**config.mk**
```make
export PLATFORM = sky130hd
export DESIGN_NAME = bitmap_rle_stream_decoder
export DESIGN_NICKNAME = d
export VERILOG_FILES = /design/src/hw/rtl/bmprle_pkg.sv /design/src/hw/rtl/bitmap_rle_stream_decoder.sv
export VERILOG_INCLUDE_DIRS = /design/src /design/src/hw/rtl
export SDC_FILE = /design/constraint.sdc
export NUM_CORES = 1
export LEC_CHECK = 0
export ABC_AREA = 1
export ABC_CLOCK_PERIOD_IN_PS = 4390
export BUFFER_PORTS_ARGS = -buffer_cell sky130_fd_sc_hd__buf_2
export CAP_MARGIN = 20
export CORE_ASPECT_RATIO = 0.8
export CORE_UTILIZATION = 41
export DETAILED_ROUTE_END_ITERATION = 8
export PLACE_DENSITY = 0.6
export SYNTH_ARGS = -nofsm -noshare
export SYNTH_HDL_FRONTEND = slang
export SYNTH_SLANG_ARGS = --single-unit
export TNS_END_PERCENT = 30
```
**constraint.sdc**
```tcl
create_clock -name aclk -period 4.39 [get_ports aclk]
set_clock_uncertainty 0.1 [all_clocks]
set_input_delay 0.2195 -clock aclk [delete_from_list [all_inputs] [get_ports aclk]]
set_output_delay 0.2195 -clock aclk [all_outputs]
set_load 0.02 [all_outputs]
```
**src/hw/rtl/bitmap_rle_stream_decoder_defines.svh**
```systemverilog
// Assertion macros shared by the run-length bitmap decoder RTL.
// No dependencies; define NO_ASSERTIONS to compile every check away.
`ifndef BITMAP_RLE_STREAM_DECODER_DEFINES_SVH
`define BITMAP_RLE_STREAM_DECODER_DEFINES_SVH

`ifndef NO_ASSERTIONS

// Same-cycle implication, disabled while reset is asserted.
`define BRSD_ASSERT_NOW(label, clk, rstn, ante, cons, msg) \
    label: assert property (@(posedge clk) disable iff (!(rstn)) (ante) |-> (cons)) \
        else $error(msg);

// Next-cycle implication, disabled while reset is asserted.
`define BRSD_ASSERT_NEXT(label, clk, rstn, ante, cons, msg) \
    label: assert property (@(posedge clk) disable iff (!(rstn)) (ante) |=> (cons)) \
        else $error(msg);

`else

`define BRSD_ASSERT_NOW(label, clk, rstn, ante, cons, msg)
`define BRSD_ASSERT_NEXT(label, clk, rstn, ante, cons, msg)

`endif

`endif

```
**src/hw/rtl/bmprle_pkg.sv**
```systemverilog
// Shared types and constants of the run-length bitmap decoder.
// No dependencies; used by bitmap_rle_stream_decoder.
`default_nettype none

package bmprle_pkg;

    localparam int MAX_DIMENSION_DEFAULT = 16384;

    // Fixed field widths
    localparam int BYTE_W      = 8;
    localparam int DIM_CFG_W   = 15;
    localparam int POS_OUT_W   = 14;
    localparam int CAUSE_W     = 2;
    localparam int CFG_INDEX_W = 2;
    localparam int OUT_TDATA_W = 56;

    // Configuration register indexes
    localparam logic [CFG_INDEX_W-1:0] CFG_NIBBLE_MODE  = 2'd0;
    localparam logic [CFG_INDEX_W-1:0] CFG_IMAGE_WIDTH  = 2'd1;
    localparam logic [CFG_INDEX_W-1:0] CFG_IMAGE_HEIGHT = 2'd2;

    // Result kinds and finish causes
    localparam logic KIND_RUN    = 1'b0;
    localparam logic KIND_FINISH = 1'b1;

    localparam logic [CAUSE_W-1:0] CAUSE_END_MARKER = 2'd0;
    localparam logic [CAUSE_W-1:0] CAUSE_LINES_DONE = 2'd1;
    localparam logic [CAUSE_W-1:0] CAUSE_STREAM_END = 2'd2;

    // Escape codes following a zero command byte
    localparam logic [BYTE_W-1:0] ESC_END_LINE   = 8'd0;
    localparam logic [BYTE_W-1:0] ESC_END_BITMAP = 8'd1;
    localparam logic [BYTE_W-1:0] ESC_DELTA      = 8'd2;

    localparam logic [BYTE_W-1:0] NIBBLE_MASK = 8'h0f;

    // Result payload, last field in the lowest bits
    typedef struct packed {
        logic [1:0]           fill;
        logic [BYTE_W-1:0]    odd_value;
        logic [BYTE_W-1:0]    even_value;
        logic [BYTE_W-1:0]    pixel_count;
        logic [POS_OUT_W-1:0] start_column;
        logic [POS_OUT_W-1:0] line_index;
        logic [CAUSE_W-1:0]   finish_cause;
    } result_data_t;

endpackage

`default_nettype wire

```
**src/hw/rtl/bitmap_rle_stream_decoder.sv**
```systemverilog
// Run-length bitmap stream decoder (8-bit and 4-bit modes), single module.
// Depends on bmprle_pkg and bitmap_rle_stream_decoder_defines.svh.
//
//   channel  direction  handshake          payload
//   s_       in         s_tvalid/s_tready  s_tdata = data_byte, s_tlast = stream_end
//   m_       out        m_tvalid/m_tready  m_tuser = result_kind, m_tdata = descriptor
//   cfg_     in         cfg_valid/ready    cfg_index, cfg_data
//
// One compressed byte per cycle, sustained while the result stream is not stalled.
// A byte is taken into the input register and decoded from there into the result
// register. The decode stage advances whenever the result register is empty or
// being drained, so an output stall only backs up one result and one byte. Reset
// is synchronous and leaves the block ready on the next cycle; there is no storage
// to clear.
`default_nettype none

`include "bitmap_rle_stream_decoder_defines.svh"

module bitmap_rle_stream_decoder #(
    parameter int MAX_DIMENSION = bmprle_pkg::MAX_DIMENSION_DEFAULT
) (
    input  wire logic                                  aclk,
    input  wire logic                                  aresetn,
    // input stream
    input  wire logic                                  s_tvalid,
    output logic                                       s_tready,
    input  wire logic [bmprle_pkg::BYTE_W-1:0]         s_tdata,   // [7:0] data_byte
    input  wire logic                                  s_tlast,   // stream_end
    // result stream
    output logic                                       m_tvalid,
    input  wire logic                                  m_tready,
    // [1:0] finish_cause, [15:2] line_index, [29:16] start_column,
    // [37:30] pixel_count, [45:38] even_value, [53:46] odd_value, [55:54] zero
    output logic [bmprle_pkg::OUT_TDATA_W-1:0]         m_tdata,
    output logic                                       m_tuser,   // [0] result_kind
    // configuration write channel
    input  wire logic                                  cfg_valid,
    output logic                                       cfg_ready,
    input  wire logic [bmprle_pkg::CFG_INDEX_W-1:0]    cfg_index,
    input  wire logic [bmprle_pkg::DIM_CFG_W-1:0]      cfg_data
);
    import bmprle_pkg::*;

    // Internal position width: holds any clamped width/height
    localparam int DIM_W = $clog2(MAX_DIMENSION) + 1;
    // Width used to compare a raw register against the bound
    localparam int EXT_W = (DIM_W > DIM_CFG_W) ? DIM_W : DIM_CFG_W;
    // Width of position + one byte (delta steps)
    localparam int SUM_W = ((DIM_W > BYTE_W) ? DIM_W : BYTE_W) + 1;
    // Width for comparing pixels left against a byte count
    localparam int CL_W  = (DIM_W > BYTE_W) ? DIM_W : BYTE_W;

    localparam logic [EXT_W-1:0] MAX_EXT = EXT_W'(MAX_DIMENSION);

    typedef enum logic [2:0] {
        PH_CMD, PH_RUNVAL, PH_ESC, PH_DX, PH_DY, PH_LIT, PH_PAD, PH_DONE
    } phase_t;

    // Configuration
    logic                  nibble_reg;
    logic [DIM_CFG_W-1:0]  width_cfg_reg;
    logic [DIM_CFG_W-1:0]  height_cfg_reg;

    // Parser state
    phase_t                phase_reg,    phase_next;
    logic [DIM_W-1:0]      column_reg,   column_next;
    logic [DIM_W-1:0]      line_reg,     line_next;
    logic [BYTE_W-1:0]     run_len_reg,  run_len_next;
    logic [BYTE_W-1:0]     lit_left_reg, lit_left_next;
    logic                  pad_reg,      pad_next;

    // Input register
    logic                  in_valid_reg;
    logic [BYTE_W-1:0]     in_byte_reg;
    logic                  in_end_reg;

    // Result register
    logic                  out_valid_reg;
    logic                  out_kind_reg,  out_kind_next;
    result_data_t          out_data_reg,  out_data_next;

    logic                  proc_fire;
    logic                  emit;
    logic [DIM_W-1:0]      eff_w;
    logic [DIM_W-1:0]      eff_h;
    logic [DIM_W-1:0]      pix_left;
    logic [BYTE_W-1:0]     clamped;
    logic [DIM_W-1:0]      line_inc;
    logic [SUM_W-1:0]      col_sum;
    logic [SUM_W-1:0]      line_sum;
    logic [BYTE_W:0]       clamped_inc;

    // Effective dimensions: zero acts as one, anything above the bound is the bound
    always_comb begin
        logic [EXT_W-1:0] w_ext;
        logic [EXT_W-1:0] h_ext;
        w_ext = EXT_W'(width_cfg_reg);
        h_ext = EXT_W'(height_cfg_reg);
        if (width_cfg_reg == '0) begin
            eff_w = DIM_W'(1);
        end else if (w_ext > MAX_EXT) begin
            eff_w = DIM_W'(MAX_DIMENSION);
        end else begin
            eff_w = DIM_W'(w_ext);
        end
        if (height_cfg_reg == '0) begin
            eff_h = DIM_W'(1);
        end else if (h_ext > MAX_EXT) begin
            eff_h = DIM_W'(MAX_DIMENSION);
        end else begin
            eff_h = DIM_W'(h_ext);
        end
    end

    // Count clamped to the pixels left in the row
    always_comb begin
        pix_left = (column_reg >= eff_w) ? '0 : (eff_w - column_reg);
        if (CL_W'(pix_left) < CL_W'(in_byte_reg)) begin
            clamped = BYTE_W'(pix_left);
        end else begin
            clamped = in_byte_reg;
        end
        clamped_inc = {1'b0, clamped} + (BYTE_W+1)'(1);
        line_inc    = line_reg + DIM_W'(1);
        col_sum     = SUM_W'(column_reg) + SUM_W'(in_byte_reg);
        line_sum    = SUM_W'(line_reg) + SUM_W'(in_byte_reg);
    end

    assign proc_fire = in_valid_reg && (!out_valid_reg || m_tready);

    // Decode of one byte
    always_comb begin
        logic [BYTE_W-1:0] ev;
        logic [BYTE_W-1:0] ov;
        logic [BYTE_W-1:0] cnt;
        logic              finish;
        logic [CAUSE_W-1:0] cause;

        phase_next    = phase_reg;
        column_next   = column_reg;
        line_next     = line_reg;
        run_len_next  = run_len_reg;
        lit_left_next = lit_left_reg;
        pad_next      = pad_reg;
        emit          = 1'b0;
        finish        = 1'b0;
        cause         = CAUSE_END_MARKER;
        cnt           = '0;

        // Pixel values for this byte in the current mode
        if (nibble_reg) begin
            ev = {4'b0000, in_byte_reg[7:4]};
            ov = in_byte_reg & NIBBLE_MASK;
        end else begin
            ev = in_byte_reg;
            ov = in_byte_reg;
        end

        if (phase_reg == PH_DONE) begin
            // ignore everything until reset
        end else if (in_end_reg) begin
            finish = 1'b1;
            cause  = CAUSE_STREAM_END;
        end else if (line_reg >= eff_h) begin
            finish = 1'b1;
            cause  = CAUSE_LINES_DONE;
        end else begin
            case (phase_reg)
                PH_CMD: begin
                    if (in_byte_reg == '0) begin
                        phase_next = PH_ESC;
                    end else begin
                        run_len_next = clamped;
                        phase_next   = PH_RUNVAL;
                    end
                end
                PH_RUNVAL: begin
                    phase_next   = PH_CMD;
                    run_len_next = '0;
                    if (run_len_reg != '0) begin
                        emit = 1'b1;
                        cnt  = run_len_reg;
                    end
                end
                PH_ESC: begin
                    if (in_byte_reg == ESC_END_LINE) begin
                        column_next = '0;
                        line_next   = line_inc;
                        phase_next  = PH_CMD;
                        if (line_inc >= eff_h) begin
                            finish = 1'b1;
                            cause  = CAUSE_LINES_DONE;
                        end
                    end else if (in_byte_reg == ESC_END_BITMAP) begin
                        finish = 1'b1;
                        cause  = CAUSE_END_MARKER;
                    end else if (in_byte_reg == ESC_DELTA) begin
                        phase_next = PH_DX;
                    end else begin
                        // absolute run; pad to a 16-bit word of literal bytes
                        lit_left_next = clamped;
                        pad_next      = nibble_reg ? clamped_inc[1] : clamped[0];
                        phase_next    = (clamped != '0) ? PH_LIT : PH_CMD;
                    end
                end
                PH_DX: begin
                    if (col_sum >= SUM_W'(eff_w)) begin
                        column_next = eff_w - DIM_W'(1);
                    end else begin
                        column_next = DIM_W'(col_sum);
                    end
                    phase_next = PH_DY;
                end
                PH_DY: begin
                    if (line_sum >= SUM_W'(eff_h)) begin
                        line_next = eff_h - DIM_W'(1);
                    end else begin
                        line_next = DIM_W'(line_sum);
                    end
                    phase_next = PH_CMD;
                end
                PH_LIT: begin
                    if (lit_left_reg == '0) begin
                        phase_next = PH_CMD;
                    end else begin
                        emit = 1'b1;
                        if (nibble_reg && (lit_left_reg >= BYTE_W'(2))) begin
                            cnt = BYTE_W'(2);
                        end else begin
                            cnt = BYTE_W'(1);
                        end
                        lit_left_next = lit_left_reg - cnt;
                        if (lit_left_reg != cnt) begin
                            phase_next = PH_LIT;
                        end else begin
                            phase_next = pad_reg ? PH_PAD : PH_CMD;
                        end
                    end
                end
                PH_PAD: begin
                    pad_next   = 1'b0;
                    phase_next = PH_CMD;
                end
                default: begin
                    phase_next = PH_DONE;
                end
            endcase
        end

        out_data_next      = '0;
        out_kind_next      = KIND_RUN;
        if (finish) begin
            emit                       = 1'b1;
            phase_next                 = PH_DONE;
            out_kind_next              = KIND_FINISH;
            out_data_next.finish_cause = cause;
        end else if (emit) begin
            out_data_next.line_index   = POS_OUT_W'(line_reg);
            out_data_next.start_column = POS_OUT_W'(column_reg);
            out_data_next.pixel_count  = cnt;
            out_data_next.even_value   = ev;
            out_data_next.odd_value    = ov;
            column_next                = column_reg + DIM_W'(cnt);
        end
    end

    // All state, configuration and both registers
    always_ff @(posedge aclk) begin
        if (!aresetn) begin
            nibble_reg     <= 1'b0;
            width_cfg_reg  <= DIM_CFG_W'(1);
            height_cfg_reg <= DIM_CFG_W'(1);
            phase_reg      <= PH_CMD;
            column_reg     <= '0;
            line_reg       <= '0;
            run_len_reg    <= '0;
            lit_left_reg   <= '0;
            pad_reg        <= 1'b0;
            in_valid_reg   <= 1'b0;
            out_valid_reg  <= 1'b0;
        end else begin
            if (cfg_valid) begin
                case (cfg_index)
                    CFG_NIBBLE_MODE:  nibble_reg     <= cfg_data[0];
                    CFG_IMAGE_WIDTH:  width_cfg_reg  <= cfg_data;
                    CFG_IMAGE_HEIGHT: height_cfg_reg <= cfg_data;
                    default: ;
                endcase
            end

            if (s_tready) begin
                in_valid_reg <= s_tvalid;
            end

            if (proc_fire) begin
                phase_reg    <= phase_next;
                column_reg   <= column_next;
                line_reg     <= line_next;
                run_len_reg  <= run_len_next;
                lit_left_reg <= lit_left_next;
                pad_reg      <= pad_next;
            end

            if (proc_fire && emit) begin
                out_valid_reg <= 1'b1;
            end else if (m_tready) begin
                out_valid_reg <= 1'b0;
            end
        end

        // payload registers, no reset
        if (s_tready && s_tvalid) begin
            in_byte_reg <= s_tdata;
            in_end_reg  <= s_tlast;
        end
        if (proc_fire && emit) begin
            out_kind_reg <= out_kind_next;
            out_data_reg <= out_data_next;
        end
    end

    assign s_tready  = !in_valid_reg || proc_fire;
    assign m_tvalid  = out_valid_reg;
    assign m_tdata   = out_data_reg;
    assign m_tuser   = out_kind_reg;
    assign cfg_ready = 1'b1;

    // A finish result carries nothing but its cause
    `BRSD_ASSERT_NOW(a_finish_payload_zero, aclk, aresetn,
        m_tvalid && (m_tuser == KIND_FINISH), m_tdata[OUT_TDATA_W-1:CAUSE_W] == '0,
        "finish result with non-zero payload")

    // A pixel run always writes at least one pixel
    `BRSD_ASSERT_NOW(a_run_count_nonzero, aclk, aresetn,
        m_tvalid && (m_tuser == KIND_RUN), m_tdata[37:30] != '0,
        "pixel run with zero count")

    // Once a finish result is pending, the parser has stopped
    `BRSD_ASSERT_NOW(a_finish_means_done, aclk, aresetn,
        m_tvalid && (m_tuser == KIND_FINISH), phase_reg == PH_DONE,
        "finish result while parser still active")

    // The finished state is only left through reset
    `BRSD_ASSERT_NEXT(a_done_sticky, aclk, aresetn,
        phase_reg == PH_DONE, phase_reg == PH_DONE,
        "parser left the finished state")

endmodule

`default_nettype wire

```
; After elaboration in Yosys (flattened, before gate mapping)
; Cells that the tools add are included.
[op_classes]
addsub = 9
n_mul = 0
div = 0
n_lt_le_gt_ge = 9
n_eq_ne = 22
n_shift = 0
n_mux = 77
bitwise_logic = 5
reduce_logical = 34
[ops]
columns = operator, n
row1 = 15-bit two-way mux, 14
row2 = 8-bit two-way mux, 16
row3 = 15-bit case mux with 2 select lines, 2
row4 = 8-bit case mux with 2 select lines, 3
row5 = 15-bit greater-or-equal comparator, 3
row6 = 3-bit two-way mux, 11
row7 = 15-bit by 8-bit adder with 16-bit output, 2
row8 = 16-bit by 15-bit greater-or-equal comparator with 1-bit output, 2
row9 = "15-bit > comparator, second input constant", 2
row10 = 15-bit zero test, 2
row11 = "15-bit by 1-bit subtractor with 15-bit output, second input constant", 2
row12 = 1-bit two-way mux, 21
row13 = 8-bit zero test, 2
row14 = 8-bit nonzero test, 2
row15 = "15-bit by 1-bit adder with 15-bit output, second input constant", 1
row16 = 15-bit by 8-bit adder with 15-bit output, 1
row17 = 15-bit by 8-bit less-than comparator with 1-bit output, 1
row18 = 3-bit case mux with 5 select lines, 1
row19 = 15-bit subtractor, 1
row20 = "3-bit == test, second input constant", 4
row21 = 2-bit two-way mux, 6
row22 = "2-bit inequality test, second input constant", 6
row23 = 6-bit AND reduction, 2
row24 = 2-bit nonzero test, 5
row25 = other kinds (26), 44
[totals]
regBits = 143
latch_bits = 0
mem_bits_rw = 0
rom_bits = 0
inputBits = 31
out_inout_bits = 60
word_cells = 178
mem_count = 0

; Longest topological paths before layout
; Gate-level depths: netlist of run 1.
[logic_depth]
depth_word = 17
mapped_depth = 37
mapped_depth_nobuf = 35

; Least setup slack after synthesis of run 1
; No wires, ideal clock.
[synth_path]
path_type = reg2reg
start = register height_cfg_reg[13]
end = register column_reg[13]
setup_ns = 0.117
arrival_ns = 4.395
t_required_ns = 4.173
path_slack_ns = -0.222
path_stages_with_launch = 32
n_path_buf = 2
period_less_slack_ns = 4.612
cell_sequence = dfxtp_1 -> nor4_1 -> nand4_1 -> nand2_1 -> clkbuf_1 -> nand2_1 -> ha_1 -> nand2_1 -> o21ai_1 -> nand3_1 -> a21oi_1 -> o211ai_1 -> nand3_1 -> inv_1 -> nand2_1 -> clkbuf_1 -> nor3_1 -> ha_1 -> nand3_1 -> nand3_1 -> nand2_1 -> nand2_1 -> a21oi_1 -> o21ai_0 -> nand2_1 -> a21oi_1 -> nand2_1 -> nor2_1 -> xor2_1 -> o21ai_0 -> a21oi_1 -> nor2_1
[synth_between]
elab_chain_len = 11
word_cells_on_any_way = 24
classes_between = 1 x add/sub / 3 x order compare / 19 x mux / 1 x reduce/logical
[synth_lines]
columns = element, line
row1 = from (decl), bitmap_rle_stream_decoder.sv:62  ; logic [DIM_CFG_W-1:0] height_cfg_reg;
row2 = from (signal assigned), bitmap_rle_stream_decoder.sv:286  ; CFG_IMAGE_HEIGHT: height_cfg_reg <= cfg_data;
row3 = 15-bit > comparator, bitmap_rle_stream_decoder.sv:108  ; end else if (h_ext > MAX_EXT) begin
row4 = 15-bit two-way mux, bitmap_rle_stream_decoder.sv:108
row5 = 15-bit two-way mux *, bitmap_rle_stream_decoder.sv:106  ; if (height_cfg_reg == '0) begin
row6 = branches (longest 7 deep; another with 15-bit greater-or-equal comparator), -
row7 = 15-bit two-way mux *, bitmap_rle_stream_decoder.sv:252  ; if (finish) begin
row8 = to (signal assigned), bitmap_rle_stream_decoder.sv:297  ; column_reg <= column_next;
row9 = to (decl), bitmap_rle_stream_decoder.sv:66  ; logic [DIM_W-1:0] column_reg, column_next;
; Mark *: on every way between the ends.
; A chain may end at the register's enable or synchronous reset.

; Worst setup path in the final report of run 1
[layout_path]
start = register height_cfg_reg[2]
end = register column_reg[9]
; Same word-level chain as after synthesis.

==> flow_summary.yaml, run 1 <==
layout:
  final_layout_size_suffix_gt1_share_pct: 26.98
  syn_to_final_growth_pct: 37.54
  n_antenna_cell: 0
  final_area_um2: 15920
  largest_reg_flops: 50
  nets: 2130
worst_setup_path:
  crit_path_end_kind: "flip-flop"
  path_common_cell: "nand2_1"
  r2r_slack_ns: -0.09
  crit_path_top_delay_cell: "dfxtp_2"
  critPathArrivalTime_ns: 4.70
  worst_path_required_time_ns: 4.61
  cpPeakStageDelay_ns: 0.32
  worstSetupStartpointType: "flip-flop"
  timing_worst_setup_path_type: "flip-flop to flip-flop"
  cp_max_fo: 6
run_status:
  status: "finished with violations"
  failed_checks: "negative setup slack"
global_routing:
  first_global_vias: 11250
  antenna_found_initial: 0
  track_usage_pct: 27.23
  grt_first_pass_wirelength_um: 61490
  grt_start_max_net_pins: 67
  grt_overflow: 0
timing:
  final_period_minus_worst_setup_slack_ns: 4.477
  final-setup-viol-count: 3
  timing_worst_slew_pin_value_ns: 0.8741
  slew_headroom_pct: 41.66
  max_freq_mhz: 223.3
  layout_setup_ws_ns: -0.08734
  timing.final.max_slew_violations: 0
  timing.hold.ws_ns: 0.04941
  rsz_0062_raised_after_global_routing: "true"
  timing.final.crit_share_pct: 102.0
  timing.final.hold_violations: 0
floorplan:
  design.core.area_um2: 27500
  die-width_um: 189.8
  core.rowCount: 54
  die_area_um2: 28910
  floorplan.initialDensity_pct: 42.08
  io_pins: 91
  die_y_um: 152.3
yosys:
  synth_enable_flop_cells: 60
  ys_seq_area_share_pct: 29.93
  syn_inst: 1672
  postSynthRegisterBits: 143
  synthTopCellsByArea: "edfxtp_1 (16%), dfxtp_1 (14%), ha_1 (12%), nand2_1 (11%), inv_1 (7.2%)"
  synth_area_per_cell_um2: 6.921
  ys.flop_type: "dfxtp_1"
  synthesized_cell_area_um2: 11570
  synthesis.yosys.warnings: 0
  ys_async_sr_fraction_pct: 0
  synth_area_leader_cell: "edfxtp_1"
  synth.top_cell.area_share_pct: 15.57
  synth_cell_type_count: 51
detailed_routing:
  via_count: 12560
  drt-vias-per-instance: 5.325
  wire_per_inst_um: 17.35
  detailedRoute.firstPassIterationCount: 5
  route.antenna.remaining_nets: 0
  drt_iter0_drc: 1059
  routed_wl_um: 40900
  drc: 0
power_and_ir_drop:
  cellLeakagePower_nw: 7.528
  irDropWorstVdd_v: 0.0002683
  power.density_cell_area_nw_per_um2: 313.6
clock_tree:
  clk-insertion-delay-late_ns: 0.44
  cts.clk_slew.worst_paths_ns: 0.07
  max-clock-path-buffers: 2
  tritoncts.num_buffers: 17
  cts_tree: "built"
  clock_tree.htree_level_count: 4
  clock-root-buffer: "clkbuf_16"
  clkSinkCount: 143
min_path:
  hold_class: "input pin to flip-flop"
place:
  placed_cell_area_um2: 13730
  buffer_ports.inserted: 87
  place_hpwl_um: 30290
  place.gp.congestion: 0.9865
run:
  maxCapViolations: 0
==> critical path, delay by kind of cell, from the launching register on <==
| kind | cells | cell delay [ns] |
|---|---|---|
| buffers and inverters | 3 | 0.29 |
| and+or+nand+nor | 15 | 1.76 |
| xor gates and xnor gates | 1 | 0.15 |
| AOI/OAI and AO/OA | 8 | 1.16 |
| DFF | 1 | 0.32 |
| adders and majority gates | 2 | 0.58 |
==> cell families (layout without fill, tap and decap cells) <==
| kind of cell | Yosys count | count (layout) | synth area share [%] |
|---|---|---|---|
| XOR/XNOR | 76 | 76 | 5.752 |
| buffers and inverters | 280 | 601 | 9.460 |
| flip-flops | 143 | 143 | 29.93 |
| other | 2 | 3 | 0.06490 |
| AO/OA/AOI/OAI | 335 | 335 | 15.57 |
| adder cells (fa/ha/maj) | 118 | 118 | 13.08 |
| AND/OR/NAND/NOR | 718 | 718 | 26.14 |
==> cell usage after synthesis, types with 8 or more instances <==
| master | number |
|---|---|
| nor3_1 | 41 |
| xor2_1 | 61 |
| nor4_1 | 12 |
| inv_1 | 223 |
| nand2_1 | 351 |
| nand4_1 | 25 |
| clkbuf_1 | 29 |
| nor2_1 | 201 |
| nand3_1 | 65 |
| xnor2_1 | 15 |
| o211ai_1 | 17 |
| edfxtp_1 | 60 |
| dfxtp_1 | 83 |
| ha_1 | 113 |
| a21oi_1 | 157 |
| o21ai_0 | 125 |
| buf_2 | 8 |
==> layer usage <==
layer | share of wire, % | global-route usage (%) | wire length [um]
met4 | 1.8 | 6.106 | 753
met5 | 0 | 0 | 0
met2 | 40 | 37.04 | 16430
met1 | 50 | 43.11 | 20490
met3 | 7.9 | 5.228 | 3221
==> stage by stage <==
| stage | setup TNS, ns | total power [mW] | utilization [%] | cells | setup WS [ns] |
|---|---|---|---|---|---|
| floorplan | -0.1287 | 2.553 | - | 1673 | -0.1287 |
| global placement | -0.7291 | 3.198 | 49.91 | 2266 | -0.1538 |
| detailed placement | -1.232 | 3.209 | 49.91 | 2266 | -0.2238 |
| CTS | 0 | 4.719 | 53.21 | 2322 | 0.001784 |
| global route | -7.122 | 5.249 | 57.88 | 2358 | -0.2533 |
| finish | -0.1787 | 4.991 | 57.88 | 2358 | -0.08734 |
==> path summary, 6_finish.rpt <==
check                                          end         startpoint  cells after the start
worst min-delay path            height_cfg_reg[14]       cfg_data[14]                      3
worst min register to register      run_len_reg[7]     run_len_reg[7]                      2
worst max register to register       column_reg[9]  height_cfg_reg[2]                     29
worst max-delay path                 column_reg[9]  height_cfg_reg[2]                     29
==> cell usage in the layout (no fill, tap or decap), types with 6 or more instances in the layout <==
cell type,instances
nor2_2,11
nor3_1,31
clkinv_1,6
xnor2_1,14
buf_12,7
buf_6,10
o21ai_2,7
inv_1,198
buf_4,205
nand4_1,25
nor3_2,9
a21oi_1,138
clkbuf_16,20
ha_4,26
buf_2,87
xor2_1,59
nand3_1,57
nand2_1,312
dfxtp_1,77
nand3b_1,7
inv_2,24
a21oi_2,17
ha_1,86
dlygate4sd3_1,24
nor2_1,181
nand2_4,11
nand2_2,31
edfxtp_1,60
nand3_2,9
o21ai_0,116
nor2_4,13
o211ai_1,17
clkinvlp_4,6
o21ai_1,8
==> repair_timing <==
| item | in CTS | in global routing |
|---|---|---|
| resized for setup | 23 | 218 |
| cloned | 0 | 6 |
| buffers inserted | 0 | 30 |
| hold buffers | 24 | 0 |
| hold endpoints to repair | 30 | 0 |
| setup endpoints to repair | 33 | 92 |
| pin swaps | 4 | 76 |
==> area by class of cell <==
type	count	area [um2]
fillers	2551	11580
multi-input cells	1250	7969
flip-flops and latches	143	3476
repair buffers	337	2557
inverters	232	888.4
well taps	364	455.4
clock buffers	19	432.9
clock inverters	13	137.6
==> power by group <==
part / total, mW / switching [mW] / internal (mW)
logic: 2.00 / 1.17 / 0.834
registers: 1.51 / 0.0553 / 1.46
clock network: 1.48 / 0.641 / 0.838
(Power assumes the default switching activity.)
==> run 2, diff against run 1 <==
--- a/config.mk
+++ b/config.mk
@@ -7,13 +7,13 @@
 export NUM_CORES = 1
 export LEC_CHECK = 0
 export ABC_AREA = 1
-export ABC_CLOCK_PERIOD_IN_PS = 4390
 export BUFFER_PORTS_ARGS = -buffer_cell sky130_fd_sc_hd__buf_2
 export CAP_MARGIN = 20
 export CORE_ASPECT_RATIO = 0.8
 export CORE_UTILIZATION = 41
 export DETAILED_ROUTE_END_ITERATION = 8
-export PLACE_DENSITY = 0.6
+export GPL_ROUTABILITY_DRIVEN = 0
+export PLACE_DENSITY = 0.58
 export SYNTH_ARGS = -nofsm -noshare
 export SYNTH_HDL_FRONTEND = slang
 export SYNTH_SLANG_ARGS = --single-unit
==> constraint.sdc (replaced) <==
create_clock -name aclk -period 5.75 [get_ports aclk]
set_clock_uncertainty 0.1 [all_clocks]
set_input_delay 0.2875 -clock aclk [delete_from_list [all_inputs] [get_ports aclk]]
set_output_delay 0.2875 -clock aclk [all_outputs]
set_load 0.02 [all_outputs]
==> run 2 against run 1 <==
  * The run now ends clean
  * Core utilization decreased by 10 points
  * Critical path depth increased by 2
  * Final cell count decreased by 9.7%
  * Count of clock-buffer cells in the layout increased by 1
  * Flip-flop and latch count unchanged
  * Global-route usage decreased by 1.6 points
  * Critical endpoint is now pad_reg
==> flow_summary.yaml, run 2 (synthesis results as in run 1) <==
run_status:
  status: "finished, final reports clean"
global_routing:
  grt_overflow: 0
  track_usage_pct: 25.67
  grt_start_max_net_pins: 68
  grt_first_pass_wirelength_um: 57550
  antenna_found_initial: 0
  first_global_vias: 10350
power_and_ir_drop:
  cellLeakagePower_nw: 6.253
  irDropWorstVdd_v: 0.0002165
  power.density_cell_area_nw_per_um2: 266.6
timing:
  timing.final.crit_share_pct: 91.42
  rsz_0062_raised_after_global_routing: "false"
  slew_headroom_pct: 29.17
  timing_worst_slew_pin_value_ns: 1.057
  final_period_minus_worst_setup_slack_ns: 5.257
  timing.hold.ws_ns: 0.01326
  layout_setup_ws_ns: 0.4934
  timing.final.max_slew_violations: 0
  timing.final.hold_violations: 0
  final-setup-viol-count: 0
  setup_total_negative_slack_ns: 0
  max_freq_mhz: 190.2
floorplan:
  io_pins: 91
  floorplan.initialDensity_pct: 42.08
  design.core.area_um2: 27500
  die_y_um: 152.3
  die_area_um2: 28910
  core.rowCount: 54
  die-width_um: 189.8
worst_setup_path:
  crit_path_end_kind: "flip-flop"
  reg2reg_depth: 31
  worst_path_required_time_ns: 5.99
  cpPeakStageDelay_ns: 0.35
  crit_path_top_delay_cell: "nand2_1"
  r2r_slack_ns: 0.49
  timing_worst_setup_path_type: "flip-flop to flip-flop"
  critPathArrivalTime_ns: 5.49
  worstSetupStartpointType: "flip-flop"
  cp_max_fo: 15
  path_common_cell: "nand2_1"
  worstReg2RegEnd: "pad_reg"
  critical_path.reg2reg.startpoint: "width_cfg_reg[10]"
detailed_routing:
  via_count: 11450
  drt-vias-per-instance: 5.375
  wire_per_inst_um: 17.35
  detailedRoute.firstPassIterationCount: 6
  drc: 0
  routed_wl_um: 36950
  drt_iter0_drc: 1128
  route.antenna.remaining_nets: 0
layout:
  largest_reg_flops: 50
  final_area_um2: 13090
  finish.utilization_pct: 47.59
  syn_to_final_growth_pct: 13.09
  n_antenna_cell: 0
  most_used_cells_in_the_layout_excluding_fill_and_tap_cells: "nand2_1 (349), inv_1 (222), nor2_1 (201), a21oi_1 (157), o21ai_0 (125)"
  final_layout_size_suffix_gt1_share_pct: 8.664
  nets: 1902
  sequential_cell_area_um2: 3463
  commonest_non_fill_non_tap_cell_in_the_layout: "nand2_1"
  fill_cells: 2815
  multiInputGateArea_um2: 7023
clock_tree:
  max-clock-path-buffers: 2
  clock_tree.htree_level_count: 4
  clkSinkCount: 143
  tritoncts.num_buffers: 17
  clk-insertion-delay-late_ns: 0.44
  cts_tree: "built"
  cts.clk_slew.worst_paths_ns: 0.07
  clock-root-buffer: "clkbuf_16"
  post-cts-setup-buffers: 0
place:
  buffer_ports.inserted: 87
  place_worst_setup_slack_ns: 0.5573
  placed_cell_area_um2: 12360
  place_hpwl_um: 28300
min_path:
  hold_start: "cfg_data[8]"
  timing.hold.worst_endpoint: "height_cfg_reg[8]"
  holdPathStages: 3
  hold_class: "input pin to flip-flop"
run:
  maxCapViolations: 0
-- run 2: routing by layer --
| metal | global-route usage [%] | vias to the layer above | wire (um) |
|---|---|---|---|
| met1 | 40.67 | 5267 | 18780 |
| met2 | 34.53 | 465 | 14400 |
| met4 | 6.029 | 2 | 482 |
| met5 | 1.505 | - | 55 |
| li1 | - | 5686 | - |
| met3 | 4.998 | 29 | 3224 |
-- run 2: through the flow --
stage	cells	power [mW]
finish	2130	3.489
global route	2130	3.691
CTS	2130	3.484
detailed placement	2089	2.232
global placement	2089	2.230
floorplan	1673	1.949
-- run 2: worst max-delay path by stage --
| stage | start | to | slack (ns) | depth (start not counted) |
|---|---|---|---|---|
| after floorplan | height_cfg_reg[13] | column_reg[13] | 1.14 | 31 |
| after global placement | height_cfg_reg[3] | column_reg[13] | 0.69 | 29 |
| after detailed placement | height_cfg_reg[3] | column_reg[13] | 0.56 | 29 |
| after CTS | height_cfg_reg[4] | column_reg[13] | 0.54 | 29 |
| after global routing | width_cfg_reg[2] | pad_reg | 0.03 | 33 |
| final | width_cfg_reg[10] | pad_reg | 0.49 | 31 |
-- run 2: report_power, final --
group          internal, mW  switching (mW)  total [mW]
logic                 0.344           0.740        1.08
registers              1.11          0.0499        1.16
clock network         0.756           0.486        1.24
total                  2.21            1.28        3.49
-- run 2: area by class of cell --
| class | count | share of cell area (%) |
|---|---|---|
| clock buffers | 20 | 3.499 |
| inverters | 232 | 6.654 |
| flip-flops and latches | 143 | 26.46 |
| well taps | 364 | 3.480 |
| multi-input cells | 1250 | 53.66 |
| clock inverters | 12 | 1.386 |
| repair buffers | 109 | 4.857 |
-- run 2: worst max-delay path, delay by kind of cell (launching register included) --
family / cells / cell delay [ns]
adders and majority gates: 3 / 0.85
AOI/OAI and AO/OA: 6 / 0.89
buffers and inverters: 5 / 0.47
and+or+nand+nor: 17 / 2.51
DFF: 1 / 0.33
-- run 2: what timing repair did --
| action | in CTS | in global routing |
|---|---|---|
| gates resized for setup | 0 | 1 |
| endpoints found under the hold margin | 9 | 0 |
| hold buffers | 9 | 0 |
| setup endpoints to repair | 0 | 2 |
==> run 3, diff against run 2 <==
--- a/config.mk
+++ b/config.mk
@@ -9,8 +9,8 @@
 export ABC_AREA = 1
 export BUFFER_PORTS_ARGS = -buffer_cell sky130_fd_sc_hd__buf_2
 export CAP_MARGIN = 20
-export CORE_ASPECT_RATIO = 0.8
 export CORE_UTILIZATION = 41
+export CTS_CLUSTER_DIAMETER = 50
 export DETAILED_ROUTE_END_ITERATION = 8
 export GPL_ROUTABILITY_DRIVEN = 0
 export PLACE_DENSITY = 0.58
==> run 3 against run 2 <==
  * Worst setup slack gained 0.18 ns
  * First-iteration DRC count shrank 27%
  * Count of clock-buffer cells in the layout fell by 3
  * Critical endpoint is now column_reg[13]
  * Largest power group is now registers
  * Via count is 2.3% lower
  * Design area is 0.58% lower
  * Power down 4.4%
  * Critical path type unchanged
  * Die area about the same
  * Clock power is 9.7% lower
==> flow_summary.yaml, run 3 (synthesis results as in run 1) <==
min_path:
  hold_start: "cfg_data[6]"
  hold_class: "input pin to flip-flop"
detailed_routing:
  route.antenna.remaining_nets: 0
  wire_per_inst_um: 16.24
  drt_iter0_drc: 821
  drt-vias-per-instance: 5.227
  detailedRoute.firstPassIterationCount: 5
  routed_wl_um: 34730
  via_count: 11180
  drc: 0
global_routing:
  grt_start_max_net_pins: 68
  antenna_found_initial: 0
  track_usage_pct: 24.82
  first_global_vias: 10610
  grt_first_pass_wirelength_um: 55920
  grt_overflow: 0
layout:
  syn_to_final_growth_pct: 12.43
  post_layout_nonfiller_instances: 2139
  finish.utilization_pct: 46.83
  largest_reg_flops: 50
  fill_cells: 2936
  n_antenna_cell: 0
  most_used_cells_in_the_layout_excluding_fill_and_tap_cells: "nand2_1 (348), inv_1 (222), nor2_1 (200), a21oi_1 (157), o21ai_0 (125)"
  commonest_non_fill_non_tap_cell_in_the_layout: "nand2_1"
  final_layout_size_suffix_gt1_share_pct: 8.575
  nets: 1897
clock_tree:
  tritoncts.num_buffers: 17
  cts_tree: "built"
  clock_tree.htree_level_count: 4
  clock-root-buffer: "clkbuf_16"
  clk-insertion-delay-late_ns: 0.45
  cts.clk_slew.worst_paths_ns: 0.07
  clkSinkCount: 143
  max-clock-path-buffers: 2
floorplan:
  die_area_um2: 28900
  die-width_um: 170.0
  floorplan.initialDensity_pct: 41.65
  die_y_um: 170.0
  core.rowCount: 61
  design.core.area_um2: 27780
  io_pins: 91
worst_setup_path:
  crit_path_end_kind: "flip-flop"
  cpPeakStageDelay_ns: 0.36
  worstSetupStartpointType: "flip-flop"
  critical_path.reg2reg.startpoint: "height_cfg_reg[9]"
  worst_path_required_time_ns: 5.99
  crit_path_top_delay_cell: "ha_1"
  timing_worst_setup_path_type: "flip-flop to flip-flop"
  critical_path_start: "height_cfg_reg[9]"
  critPathArrivalTime_ns: 5.31
  path_common_cell: "nand2_1"
  cp_max_fo: 22
timing:
  timing.final.hold_violations: 0
  slew_headroom_pct: 30.03
  timing.final.crit_share_pct: 88.22
  final_period_minus_worst_setup_slack_ns: 5.072
  rsz_0062_raised_after_global_routing: "false"
  timing.final.max_slew_violations: 0
  timing_worst_slew_pin_value_ns: 1.044
  max_freq_mhz: 197.1
  final-setup-viol-count: 0
  timing.hold.ws_ns: 0.01630
  setup_total_negative_slack_ns: 0
power_and_ir_drop:
  totalPowerFinal_mw: 3.336
  power.density_cell_area_nw_per_um2: 256.4
  irDropWorstVdd_v: 0.0002166
  cellLeakagePower_nw: 6.200
place:
  buffer_ports.inserted: 87
  placed_cells: 2098
  place_hpwl_um: 26610
run_status:
  status: "finished, final reports clean"
run:
  maxCapViolations: 0
-- run 3: changes by cell type in the layout (fill, tap and decap cells not counted) --
| cell | before | now |
|---|---|---|
| buf_4 | 12 | 7 |
| inv_6 | 2 | 6 |
| bufinv_16 | 4 | 1 |
| clkbuf_1 | 2 | 0 |
| clkbuf_16 | 18 | 17 |
| clkinv_1 | 4 | 5 |
| clkinv_2 | 2 | 1 |
| clkinv_8 | 0 | 1 |
| inv_8 | 0 | 1 |
| nand2_1 | 349 | 348 |
| nand2_2 | 4 | 5 |
| nor2_1 | 201 | 200 |
| nor2_2 | 2 | 3 |
-- run 3: final cells by class --
type | count | area, um2 | share of cell area, %
Clock buffer | 17 | 425.4 | 3.270
Clock inverter | 15 | 152.6 | 1.173
Inverter | 232 | 870.8 | 6.693
Multi-Input combinational cell | 1250 | 7028 | 54.01
Sequential cell | 143 | 3463 | 26.62
Tap cell | 378 | 473.0 | 3.635
Timing Repair Buffer | 104 | 598.1 | 4.597
-- run 3: per-layer routing --
| metal | global-route usage [%] | share of wire, % | vias to the layer above |
|---|---|---|---|
| li1 | - | - | 5677 |
| met1 | 33.52 | 47 | 5147 |
| met2 | 41.20 | 46 | 313 |
| met3 | 3.140 | 4.8 | 43 |
| met4 | 7.364 | 2.0 | 0 |
| met5 | 0 | 0 | - |
-- run 3: power breakdown --
group / total (mW) / switching (mW) / internal, mW
logic: 1.05 / 0.708 / 0.341
registers: 1.17 / 0.0530 / 1.11
clock network: 1.12 / 0.512 / 0.609
total: 3.34 / 1.27 / 2.06
-- run 3: timing repair --
| item | CTS | global route |
|---|---|---|
| gates resized for setup | 0 | 3 |
| hold buffers | 9 | 0 |
| hold endpoints to repair | 9 | 0 |
| endpoints found under the setup margin | 0 | 6 |
| setup buffers | 0 | 0 |
-- run 3: critical path, delay by kind of cell, from the launching register on --
kind / cells / cell delay, ns
DFF: 1 / 0.34
xor gates and xnor gates: 1 / 0.15
adders and majority gates: 2 / 0.57
AOI/OAI and AO/OA: 9 / 1.26
buffers and inverters: 2 / 0.30
and+or+nand+nor: 16 / 2.26
-- run 3: worst paths after layout --
check,cells after the start,slack (ns),endpoint
max,30,0.68,column_reg[13]
min,3,0.02,height_cfg_reg[6]
max reg2reg,30,0.68,column_reg[13]
min reg2reg,2,0.37,run_len_reg[1]
-- run 3: metrics by stage --
step	worst slack (ns)	instance area, um2
3_5_place_dp	0.5221	12340
3_3_place_gp	0.6114	12340
5_1_grt	0.03707	13010
4_1_cts	0.5107	13000
2_1_floorplan	1.138	11580
6_report	0.6775	13010
